**config.mk**
```make
export PLATFORM = sky130hd
export DESIGN_NAME = abrf_blend
export DESIGN_NICKNAME = d
export VERILOG_FILES = /design/src/rtl/core/alpha_blend_rect_fill_engine_core_assert.svh /design/src/rtl/core/abrf_pkg.sv /design/src/rtl/core/abrf_blend.sv
export SDC_FILE = /design/constraint.sdc
export NUM_CORES = 1
export LEC_CHECK = 0
export ABC_AREA = 1
export BUFFER_PORTS_ARGS = -buffer_cell sky130_fd_sc_hd__buf_2
export CAP_MARGIN = 20
export CORE_ASPECT_RATIO = 1.75
export CORE_MARGIN = 10
export CORE_UTILIZATION = 50
export DETAILED_ROUTE_END_ITERATION = 10
export PLACE_DENSITY = 0.7
export SETUP_SLACK_MARGIN = 0.02
export SLEW_MARGIN = 20
export SYNTH_ARGS = -nofsm -noshare
export SYNTH_HDL_FRONTEND = slang
export SYNTH_SLANG_ARGS = --single-unit
```
**constraint.sdc**
```tcl
create_clock -name vclk -period 4.72
set_input_delay 0.236 -clock vclk [all_inputs]
set_output_delay 0.236 -clock vclk [all_outputs]
set_load 0.03 [all_outputs]
```
**src/rtl/core/alpha_blend_rect_fill_engine_core_assert.svh**
```systemverilog
// ----------------------------------------------------------------------------
// Assertion macros for the alpha blend rectangle fill engine
// Concurrent checks sampled on clk_i; empty when SYNTH is defined.
// ----------------------------------------------------------------------------
`ifndef ALPHA_BLEND_RECT_FILL_ENGINE_CORE_ASSERT_SVH
`define ALPHA_BLEND_RECT_FILL_ENGINE_CORE_ASSERT_SVH

`ifndef SYNTH
`define ABRF_ASSERT(name, prop, msg) \
  name: assert property (@(posedge clk_i) disable iff (!rst_ni) (prop)) else $error(msg);
`define ABRF_ASSERT_ALWAYS(name, prop, msg) \
  name: assert property (@(posedge clk_i) (prop)) else $error(msg);
`else
`define ABRF_ASSERT(name, prop, msg)
`define ABRF_ASSERT_ALWAYS(name, prop, msg)
`endif

`endif

```
**src/rtl/core/abrf_pkg.sv**
```systemverilog
// ----------------------------------------------------------------------------
// Alpha blend rectangle fill engine package
// Shared widths, command codes, register indexes and defaults.
// ----------------------------------------------------------------------------
package abrf_pkg;

  localparam int unsigned ChanW = 8;
  localparam int unsigned PixW = 3 * ChanW;
  localparam int unsigned CoordW = 11;
  localparam int unsigned RegW = 8;
  localparam int unsigned CfgIdxW = 1;

  localparam int unsigned DefaultMaxWidth = 128;
  localparam int unsigned DefaultMaxHeight = 128;

  localparam logic [RegW-1:0] ScreenWidthReset = 8'd128;
  localparam logic [RegW-1:0] ScreenHeightReset = 8'd128;

  localparam logic [CfgIdxW-1:0] RegScreenWidth = 1'b0;
  localparam logic [CfgIdxW-1:0] RegScreenHeight = 1'b1;

  typedef enum logic [1:0] {
    KindFill  = 2'd0,
    KindClear = 2'd1,
    KindSwap  = 2'd2,
    KindRead  = 2'd3
  } kind_e;

endpackage

```
**src/rtl/core/abrf_blend.sv**
```systemverilog
// ----------------------------------------------------------------------------
// Pixel blender
// Per-channel source-over blend: (src*a + dst*(255-a)) >> 8.
// ----------------------------------------------------------------------------
module abrf_blend (
  input  logic [abrf_pkg::PixW-1:0]  src_i,
  input  logic [abrf_pkg::PixW-1:0]  dst_i,
  input  logic [abrf_pkg::ChanW-1:0] alpha_i,
  output logic [abrf_pkg::PixW-1:0]  pix_o
);

  localparam int unsigned CW = abrf_pkg::ChanW;
  localparam int unsigned SumW = 2 * CW + 1;

  logic [CW-1:0] inv_alpha;

  assign inv_alpha = ~alpha_i;

  for (genvar c = 0; c < 3; c++) begin : g_chan
    logic [SumW-1:0] src_term;
    logic [SumW-1:0] dst_term;
    logic [SumW-1:0] sum;

    assign src_term = SumW'(src_i[c*CW +: CW] * alpha_i);
    assign dst_term = SumW'(dst_i[c*CW +: CW] * inv_alpha);
    assign sum = src_term + dst_term;
    assign pix_o[c*CW +: CW] = sum[2*CW-1:CW];
  end

endmodule

```
# Yosys cells after proc, flatten, opt, wreduce, memory -nomap -nowiden

Index checks and enable logic that the tools add are counted.

Register bits after elaboration: 0
Bits of input ports: 56

$add $sub $neg: 3
Multiply operators: 6
Bitwise operators: 1

Operators with widths:

| operator       | count |
|---|---|
| $mul 8x8->16   | 6 |
| $add 16x16->16 | 3 |
| $not 8->8      | 1 |

# Longest topological paths before layout

Gate-level depths: netlist of run 1.

Depth in word-level cells: 3
Mapped depth: 24
Depth with buffers taken out: 23

# Least setup slack after synthesis of run 1

OpenSTA, ideal clock, no wires.

Kind: input port to output port
Start: input port alpha_i[5] (netlist bit)
End: output port pix_o[11] (netlist bit)
Data arrival time: 4.933 ns
Required time: 4.484 ns
Slack: -0.449 ns
Stages on the path: 19
Cells stage by stage: buf_2 > clkbuf_1 > nor2_1 > fa_1 > inv_1 > fa_1 > inv_1 > fa_1 > fa_1 > fa_1 > inv_1 > fa_1 > inv_1 > ha_1 > a21oi_1 > nand2_1 > inv_1 > nand2_1 > xor2_1

Longest elaborated chain between the ends: 3

Ends and longest elaborated chain:

| what               | line             | text |
|---|---|---|
| from (decl)        | abrf_blend.sv:8  | `input logic [abrf_pkg::ChanW-1:0] alpha_i,` |
| $not 8->8          | abrf_blend.sv:17 | `assign inv_alpha = ~alpha_i;` |
| $mul 8x8->16       | abrf_blend.sv:25 | `assign dst_term = SumW'(dst_i[c*CW +: CW] * inv_alpha);` |
| $add 16x16->16 (*) | abrf_blend.sv:26 | `assign sum = src_term + dst_term;` |
| to (decl)          | abrf_blend.sv:9  | `output logic [abrf_pkg::PixW-1:0] pix_o` |

Every way passes the cells marked *; elsewhere a longest branch is shown, timed or not.

# Worst setup path after layout of run 1

Start: input port alpha_i[5] (netlist bit)
End: output port pix_o[13] (netlist bit)

The elaborated chain is that of the path after synthesis.

==> results.sh, run 1 <==
export IMPL_run_status="finished with violations"
export IMPL_failed_checks="negative setup slack"
export IMPL_grt_use_total_pct=21.8
export IMPL_dr_total_vias=12036
export IMPL_endpoint="pix_o[13]"
export IMPL_initial_core_util_pct=50.7
export IMPL_detail_route_antenna_nets=0
export IMPL_dominant_combinational_cell_family_by_area_after_synthesis="adder cells"
export IMPL_pin_count_of_the_biggest_net_entering_global_routing=19
export IMPL_post_route_cell_area_mm2=0.0176
export IMPL_detail_route_wl_per_cell_um=15.2
export IMPL_multi_input_area_mm2=0.0123
export IMPL_max_freq_ghz=0.192
export IMPL_first_global_vias=13044
export IMPL_viasPerCell=4.95
export IMPL_synth_area_per_cell_um2=7.22
export IMPL_n_clock_buffer=0
export IMPL_grt_antenna_before_repair=1
export IMPL_final_max_slew_violation_count=0
export IMPL_finalWeightedCongestion=0.930
export IMPL_start_kind="input pin"
export IMPL_drv_max_cap_violation_count=0
export IMPL_seq_cell_count=0
export IMPL_layout_worst_path_cycle_share_pct=111
export IMPL_dpl_cell_area_mm2=0.0161
export IMPL_ys_warnings_count=0
export IMPL_met2RoutedLength_um=21200
export IMPL_post_synth_fa_ha_maj_area_fraction_pct=58.8
export IMPL_syn_cell_area_mm2=0.0135
export IMPL_synthDistinctLibCells=17
export IMPL_worst_slew_pin_transition_ns=0.240
export IMPL_cp_max_fo=6
export IMPL_hold_viol=0
export IMPL_crit_path_end_kind="output port"
export IMPL_fillerInstances=2194
export IMPL_timing_hold_ws_ns=1.55
export IMPL_drc=0
export IMPL_criticalPathCategory="in -> out"
export IMPL_met3WireLength_um=1300
export IMPL_cp_startpoint="alpha_i[5]"
export IMPL_io_pins=80
export IMPL_dpl_hpwl_um=30700
export IMPL_post_synth_and_or_nand_nor_area_fraction_pct=19.7
export IMPL_die_height_um=238
export IMPL_arrival_time_worst_endpoint_ns=4.98
export IMPL_rsz0062_at_grt="yes"
export IMPL_final_nets=2628
export IMPL_top_layer_used="met4"
export IMPL_fp_dieArea_mm2=0.0343
export IMPL_core_area_mm2=0.0267
export IMPL_global_route_overflow_total=0
export IMPL_timing_critical_path_required_ns=4.48
export IMPL_synthesis_instances=1874
export IMPL_worst_slack_ns=-0.497
export IMPL_detailedRoute_firstIterationViolations=607
export IMPL_post_synthesis_net_count=2395
export IMPL_rows=79
export IMPL_setup_viol_count_final=24
export IMPL_yosysSeqAreaShare_pct=0
export IMPL_totalWireLength_um=37000
export IMPL_port_buffers=80
export IMPL_synth_compound_area_share_pct=0.869
export IMPL_muxShareOfSynthArea_pct=0
export IMPL_grt_pass1_wl_um=60400
export IMPL_holdPathStages=10
export IMPL_seq_area_um2=0
export IMPL_worstHoldPathType="in -> out"
export IMPL_synth_xor_area_share_pct=1.16
export IMPL_relSlewSlack_pct=84.0
export IMPL_post_route_cells_drive_above_1_share_pct=29.4
export IMPL_die_x_um=144
export IMPL_detailedRoute_firstPassIterationCount=5
export IMPL_m1WireLength_um=13100
export IMPL_final_worst_path_period_need_ns=5.22
export IMPL_area_growth_syn_to_layout_pct=30.4
synth_stat cells:
master / instances / area, um^2
sky130_fd_sc_hd__nand3b_1: 3 / 22.5
sky130_fd_sc_hd__clkbuf_1: 23 / 86.3
sky130_fd_sc_hd__xnor2_1: 13 / 114
sky130_fd_sc_hd__ha_1: 180 / 2250
sky130_fd_sc_hd__nand4_1: 11 / 68.8
sky130_fd_sc_hd__inv_1: 629 / 2360
sky130_fd_sc_hd__xor2_1: 5 / 43.8
sky130_fd_sc_hd__a21oi_2: 2 / 17.5
sky130_fd_sc_hd__buf_2: 34 / 170
sky130_fd_sc_hd__clkinv_1: 6 / 22.5
sky130_fd_sc_hd__nand3_1: 34 / 170
sky130_fd_sc_hd__nor2_1: 166 / 623
sky130_fd_sc_hd__nand2_1: 448 / 1680
sky130_fd_sc_hd__nand2_2: 6 / 37.5
sky130_fd_sc_hd__fa_1: 285 / 5710
sky130_fd_sc_hd__nor2_2: 9 / 56.3
sky130_fd_sc_hd__a21oi_1: 20 / 100
cells by family after synthesis:
| family | count (synthesis) |
|---|---|
| buf+inv | 692 |
| simple gates | 677 |
| fa+ha+maj | 465 |
| compound gates | 22 |
| xor+xnor | 18 |
routing by layer:
metal	track usage, %	vias to the layer above
li1	-	5678
met1	23.6	5946
met2	42.7	315
met3	1.32	97
met4	7.26	0
met5	0	-
how the worst min path moves through the flow:
stage,end,slack [ns],start
after floorplan,pix_o[7],1.16,dst_i[7]
after global routing,pix_o[7],1.63,src_i[7]
after global placement,pix_o[7],1.60,src_i[7]
final,pix_o[7],1.55,src_i[7]
after CTS,pix_o[7],1.59,src_i[7]
after detailed placement,pix_o[7],1.62,src_i[7]
cells in the final DEF (no fill, tap or decap), types with 4 or more instances in the layout:
| cell | count |
|---|---|
| sky130_fd_sc_hd__fa_2 | 17 |
| sky130_fd_sc_hd__buf_12 | 17 |
| sky130_fd_sc_hd__buf_8 | 4 |
| sky130_fd_sc_hd__fa_1 | 268 |
| sky130_fd_sc_hd__nand3_4 | 5 |
| sky130_fd_sc_hd__ha_4 | 23 |
| sky130_fd_sc_hd__buf_2 | 46 |
| sky130_fd_sc_hd__buf_4 | 171 |
| sky130_fd_sc_hd__nor2_4 | 17 |
| sky130_fd_sc_hd__inv_1 | 562 |
| sky130_fd_sc_hd__xnor2_1 | 6 |
| sky130_fd_sc_hd__nand2_4 | 30 |
| sky130_fd_sc_hd__buf_6 | 43 |
| sky130_fd_sc_hd__nand2_2 | 89 |
| sky130_fd_sc_hd__xnor2_2 | 7 |
| sky130_fd_sc_hd__xor2_4 | 5 |
| sky130_fd_sc_hd__nand4_1 | 11 |
| sky130_fd_sc_hd__ha_1 | 155 |
| sky130_fd_sc_hd__nand3_2 | 14 |
| sky130_fd_sc_hd__nand3_1 | 15 |
| sky130_fd_sc_hd__nor2_1 | 127 |
| sky130_fd_sc_hd__inv_2 | 62 |
| sky130_fd_sc_hd__buf_16 | 5 |
| sky130_fd_sc_hd__a21oi_2 | 11 |
| sky130_fd_sc_hd__nor2_2 | 31 |
| sky130_fd_sc_hd__nand2_1 | 335 |
| sky130_fd_sc_hd__a21oi_4 | 9 |
per-stage QoR:
step                      setup TNS [ns]  instances  worst slack [ns]  utilization (%)
after floorplan                   -0.262       1874           -0.0496                -
after global placement            -11.02       2389            -0.528             60.2
after detailed placement          -12.21       2389            -0.573             60.2
after CTS                          -7.58       2422            -0.443             64.6
after global routing              -12.31       2430            -0.659             66.1
final                              -8.74       2430            -0.497             66.1
timing repair:
| action | 4_1_cts | 5_1_grt |
|---|---|---|
| hold buffers | 0 | 0 |
| pin swaps | 111 | 79 |
| setup endpoints to repair | 24 | 24 |
| buffers inserted | 29 | 7 |
| gates cloned | 4 | 2 |
| gates resized for setup | 278 | 112 |
worst max-delay path, cell delays in order:
cell and delay (ns):
sky130_fd_sc_hd__buf_12 0.11, sky130_fd_sc_hd__buf_12 0.14, sky130_fd_sc_hd__buf_8 0.14, sky130_fd_sc_hd__nand2_2 0.06, sky130_fd_sc_hd__inv_2 0.03, sky130_fd_sc_hd__fa_1 0.48
sky130_fd_sc_hd__inv_2 0.04, sky130_fd_sc_hd__fa_1 0.48, sky130_fd_sc_hd__inv_1 0.06, sky130_fd_sc_hd__fa_1 0.52, sky130_fd_sc_hd__fa_1 0.46, sky130_fd_sc_hd__fa_1 0.53
sky130_fd_sc_hd__inv_2 0.04, sky130_fd_sc_hd__fa_1 0.52, sky130_fd_sc_hd__inv_2 0.05, sky130_fd_sc_hd__ha_4 0.25, sky130_fd_sc_hd__a21oi_4 0.17, sky130_fd_sc_hd__nor2_1 0.07
sky130_fd_sc_hd__nor2_1 0.17, sky130_fd_sc_hd__nand3_1 0.13, sky130_fd_sc_hd__nand2_2 0.10, sky130_fd_sc_hd__nand2_4 0.05, sky130_fd_sc_hd__buf_6 0.13
cell type report:
cell class | count | share of cell area [%]
antenna | 1 | 0.0142
inverter | 635 | 13.7
multi-input combinational | 1182 | 69.5
tap | 324 | 2.30
timing repair buffer | 287 | 14.5
timing repair inverter | 1 | 0.0284
Power of run 1 is not shown: default switching activity piles up to over one toggle a cycle in this logic, so the estimate is an artifact.
==> run 2: changes to the inputs <==
SETUP_SLACK_MARGIN = unset   (was 0.02)
==> results.sh, run 2 (same netlist as run 1, synthesis figures left out) <==
export IMPL_pin_count_of_the_biggest_net_entering_global_routing=23
export IMPL_n_clock_buffer=0
export IMPL_max_freq_ghz=0.197
export IMPL_detailedRoute_firstPassIterationCount=5
export IMPL_dr_total_vias=11939
export IMPL_antennaDiodeCount=0
export IMPL_core_area_mm2=0.0267
export IMPL_final_max_slew_violation_count=0
export IMPL_worstHoldPathType="in -> out"
export IMPL_dpl_hpwl_um=30400
export IMPL_finalWeightedCongestion=0.909
export IMPL_final_worst_path_period_need_ns=5.09
export IMPL_global_route_overflow_total=0
export IMPL_layout_commonest_cell="sky130_fd_sc_hd__inv_1"
export IMPL_drv_max_cap_violation_count=0
export IMPL_pre_cts_slack_ns=-0.616
export IMPL_port_buffers=80
export IMPL_most_common_layout_cells="sky130_fd_sc_hd__inv_1, sky130_fd_sc_hd__nand2_1, sky130_fd_sc_hd__fa_1, sky130_fd_sc_hd__buf_4, sky130_fd_sc_hd__ha_1"
export IMPL_crit_path_end_kind="output port"
export IMPL_worst_slack_ns=-0.367
export IMPL_detail_route_antenna_nets=0
export IMPL_timing_critical_path_required_ns=4.48
export IMPL_final_nets=2636
export IMPL_drc=0
export IMPL_detailedRoute_firstIterationViolations=523
export IMPL_detail_route_wl_per_cell_um=14.7
export IMPL_die_height_um=238
export IMPL_area_growth_syn_to_layout_pct=30.9
export IMPL_arrival_time_worst_endpoint_ns=4.85
export IMPL_hold_viol=0
export IMPL_worstHoldStart="src_i[7]"
export IMPL_relSlewSlack_pct=81.8
export IMPL_post_route_cells_drive_above_1_share_pct=28.4
export IMPL_start_kind="input pin"
export IMPL_rsz0062_at_grt="yes"
export IMPL_seq_area_um2=0
export IMPL_io_pins=80
export IMPL_rows=79
export IMPL_totalWireLength_um=35900
export IMPL_fillerInstances=2111
export IMPL_die_x_um=144
export IMPL_worst_slew_pin_transition_ns=0.273
export IMPL_setup_viol_count_final=24
export IMPL_grt_pass1_wl_um=61300
export IMPL_grt_use_total_pct=21.7
export IMPL_cp_startpoint="alpha_i[5]"
export IMPL_seq_cell_count=0
export IMPL_fp_dieArea_mm2=0.0343
export IMPL_initial_core_util_pct=50.7
export IMPL_run_status="finished with violations"
export IMPL_viasPerCell=4.90
export IMPL_first_global_vias=13572
export IMPL_grt_antenna_before_repair=0
export IMPL_layout_worst_path_cycle_share_pct=108
export IMPL_criticalPathCategory="in -> out"
export IMPL_cp_max_fo=7
export IMPL_failed_checks="negative setup slack"
## run 2: cell count changes in the layout (fill, tap and decap cells not counted), sizes merged
cell      before  now
buf          286  294
clkbuf         1    2
clkinv         5    6
clkinvlp       4    2
diode          1    0
## run 2: path summary, 6_finish.rpt
check	to	slack, ns	cells after the start
min	pix_o[7]	1.57	10
max	pix_o[21]	-0.37	25
## run 2: per-layer routing
layer | global-route usage, % | share of wire (%) | vias to the layer above
li1 | - | - | 5685
met1 | 22.8 | 35 | 5905
met2 | 42.1 | 57 | 241
met3 | 1.68 | 3.1 | 108
met4 | 9.50 | 5.0 | 0
met5 | 0 | 0 | -
## run 2: stage by stage
stage                     hold WS [ns]  TNS [ns]  util (%)  cell area [um^2]  cells
after floorplan                   1.16    -0.242         -             14200   1874
after CTS                         1.59     -7.03      65.3             17400   2428
final                             1.57     -6.98      66.4             17700   2437
after global routing              1.66    -10.54      66.4             17700   2437
after global placement            1.62    -11.58      60.0             16000   2397
after detailed placement          1.62    -12.87      60.0             16000   2397
## run 2: what timing repair did
| item | CTS | global route |
|---|---|---|
| hold buffers | 0 | 0 |
| pin swaps | 137 | 103 |
| setup endpoints to repair | 24 | 24 |
| buffers inserted | 26 | 9 |
| cloned | 5 | 0 |
| hold endpoints to repair | 0 | 0 |
| resized for setup | 328 | 84 |
## run 2: area by class of cell
cell class                 count  area [um^2]  share of cell area [%]
tap                          324          405                    2.29
inverter                     635         2420                    13.7
multi-input combinational   1182        12200                    69.0
timing repair buffer         296         2660                    15.0
## run 2: worst max-delay path, cell delays in order
cell and delay [ns]:
sky130_fd_sc_hd__buf_12 0.13, sky130_fd_sc_hd__buf_6 0.12, sky130_fd_sc_hd__buf_6 0.12, sky130_fd_sc_hd__nand2_2 0.06
sky130_fd_sc_hd__inv_2 0.04, sky130_fd_sc_hd__fa_1 0.50, sky130_fd_sc_hd__inv_1 0.05, sky130_fd_sc_hd__fa_2 0.52
sky130_fd_sc_hd__inv_2 0.04, sky130_fd_sc_hd__fa_1 0.49, sky130_fd_sc_hd__fa_1 0.43, sky130_fd_sc_hd__fa_1 0.51
sky130_fd_sc_hd__inv_2 0.04, sky130_fd_sc_hd__fa_1 0.49, sky130_fd_sc_hd__inv_2 0.05, sky130_fd_sc_hd__ha_4 0.26
sky130_fd_sc_hd__nand2_1 0.06, sky130_fd_sc_hd__nand2_1 0.07, sky130_fd_sc_hd__inv_1 0.15, sky130_fd_sc_hd__nand2_1 0.07
sky130_fd_sc_hd__nand2_1 0.07, sky130_fd_sc_hd__nand3_1 0.09, sky130_fd_sc_hd__nand2_2 0.09, sky130_fd_sc_hd__nand2_4 0.05
sky130_fd_sc_hd__buf_6 0.13
Power of run 2 is left out for the same reason.
==> run 3: changes to the inputs <==
SETUP_SLACK_MARGIN = 0.05   (was unset)
==> results.sh, run 3 (same netlist as run 1, synthesis figures left out) <==
export IMPL_post_route_cells_drive_above_1_share_pct=30.1
export IMPL_io_pins=80
export IMPL_seq_cell_count=0
export IMPL_port_buffers=80
export IMPL_start_kind="input pin"
export IMPL_worstHoldPathType="in -> out"
export IMPL_hold_viol=0
export IMPL_n_clock_buffer=0
export IMPL_grt_antenna_before_repair=1
export IMPL_pin_count_of_the_biggest_net_entering_global_routing=17
export IMPL_crit_path_end_kind="output port"
export IMPL_area_growth_syn_to_layout_pct=33.0
export IMPL_max_freq_ghz=0.196
export IMPL_grt_use_total_pct=22.2
export IMPL_global_route_overflow_total=0
export IMPL_layout_worst_path_cycle_share_pct=108
export IMPL_worst_path_buf_inv=8
export IMPL_grt_pass1_wl_um=62000
export IMPL_arrival_time_worst_endpoint_ns=4.87
export IMPL_totalWireLength_um=37400
export IMPL_final_max_slew_violation_count=0
export IMPL_rsz0062_at_grt="yes"
export IMPL_grt_use_met3_pct=1.44
export IMPL_global_route_usage_met2_pct=43.1
export IMPL_finalWeightedCongestion=0.916
export IMPL_detailedRoute_firstPassIterationCount=5
export IMPL_setup_viol_count_final=24
export IMPL_dpl_hpwl_um=31100
export IMPL_criticalPathCategory="in -> out"
export IMPL_cts_hold_repair_buffers=0
export IMPL_worst_slack_ns=-0.386
export IMPL_most_common_layout_cells="sky130_fd_sc_hd__inv_1, sky130_fd_sc_hd__nand2_1, sky130_fd_sc_hd__fa_1, sky130_fd_sc_hd__buf_4, sky130_fd_sc_hd__ha_1"
export IMPL_grtUsageMet1_pct=22.7
export IMPL_timing_critical_path_mode_cell="sky130_fd_sc_hd__fa_1"
export IMPL_totalNegativeSetupSlack_ns=-7.40
export IMPL_crit_chain="buf_12 > buf_12 > buf_12 > nor2_4 > fa_1 > inv_2 > fa_1 > inv_1 > fa_1 > fa_2 > fa_1 > inv_1 > fa_1 > inv_2 > ha_4 > nand2_4 > nor2_4 > nand2_2 > a21oi_2 > nor2_1 > nand2_1 > nand2_4 > buf_6"
export IMPL_worst_slew_pin_transition_ns=0.253
export IMPL_critical_path_max_stage_delay_ns=0.53
export IMPL_critical_path_top_delay_family="adder cells"
export IMPL_detail_route_wl_per_cell_um=15.3
export IMPL_viasPerCell=4.96
export IMPL_relSlewSlack_pct=83.1
export IMPL_initial_core_util_pct=50.7
export IMPL_timing_critical_path_required_ns=4.48
export IMPL_detail_route_antenna_nets=0
export IMPL_final_nets=2639
export IMPL_run_status="finished with violations"
export IMPL_fp_dieArea_mm2=0.0343
export IMPL_cp_max_fo=8
export IMPL_drv_max_cap_violation_count=0
export IMPL_seq_area_um2=0
export IMPL_first_global_vias=13369
export IMPL_failed_checks="negative setup slack"
export IMPL_worst_path_max_delay_cell="sky130_fd_sc_hd__fa_1"
export IMPL_grt_peak_use_layer="met2"
export IMPL_final_worst_path_period_need_ns=5.11
export IMPL_dr_total_vias=12104
export IMPL_detailedRoute_firstIterationViolations=556
export IMPL_die_x_um=144
export IMPL_die_height_um=238
export IMPL_core_area_mm2=0.0267
export IMPL_rows=79
export IMPL_layout_commonest_cell="sky130_fd_sc_hd__inv_1"
export IMPL_drc=0
run 3: area by class of cell:
cell class | instances | area [um^2]
Multi-Input combinational cell | 1182 | 12400
Fill cell | 2060 | 8680
Timing Repair Buffer | 299 | 2730
Inverter | 635 | 2440
Tap cell | 324 | 405
Antenna cell | 1 | 2.50
run 3: tightest hold or removal path, stage by stage:
cell	delay [ns]
sky130_fd_sc_hd__buf_2	0.13
sky130_fd_sc_hd__nand2_1	0.09
sky130_fd_sc_hd__fa_1	0.26
sky130_fd_sc_hd__xnor2_1	0.10
sky130_fd_sc_hd__nand2_1	0.06
sky130_fd_sc_hd__nand2_1	0.05
sky130_fd_sc_hd__nand2_1	0.09
sky130_fd_sc_hd__nand2_4	0.05
sky130_fd_sc_hd__buf_6	0.13
run 3: timing repair:
item	CTS	global route
cloned	5	2
endpoints found under the hold margin	0	0
pin swaps	112	71
setup buffers	31	9
resized for setup	277	144
endpoints found under the setup margin	24	24
run 3: metrics by stage:
step                      cells  hold WS, ns  util, %  area, um^2  setup WS, ns
final                      2441         1.43     67.5       18000        -0.386
after global routing       2440         1.53     67.4       18000        -0.545
after CTS                  2429         1.44     65.3       17400        -0.447
after detailed placement   2393         1.48     60.6       16200        -0.595
after global placement     2393         1.47     60.6       16200        -0.499
after floorplan            1874         1.16        -       14300       -0.0504
run 3: final timing paths:
check	startpoint	end	slack, ns	depth (start not counted)
worst max-delay path	alpha_i[4]	pix_o[15]	-0.39	23
worst min-delay path	src_i[23]	pix_o[23]	1.43	9
run 3: per-layer routing:
| metal | vias up | routed length [um] |
|---|---|---|
| met5 | - | 13 |
| met4 | 2 | 2620 |
| met3 | 152 | 1240 |
| met2 | 326 | 20900 |
| met1 | 5932 | 12700 |
| li1 | 5692 | - |
Power of run 3 is left out for the same reason.
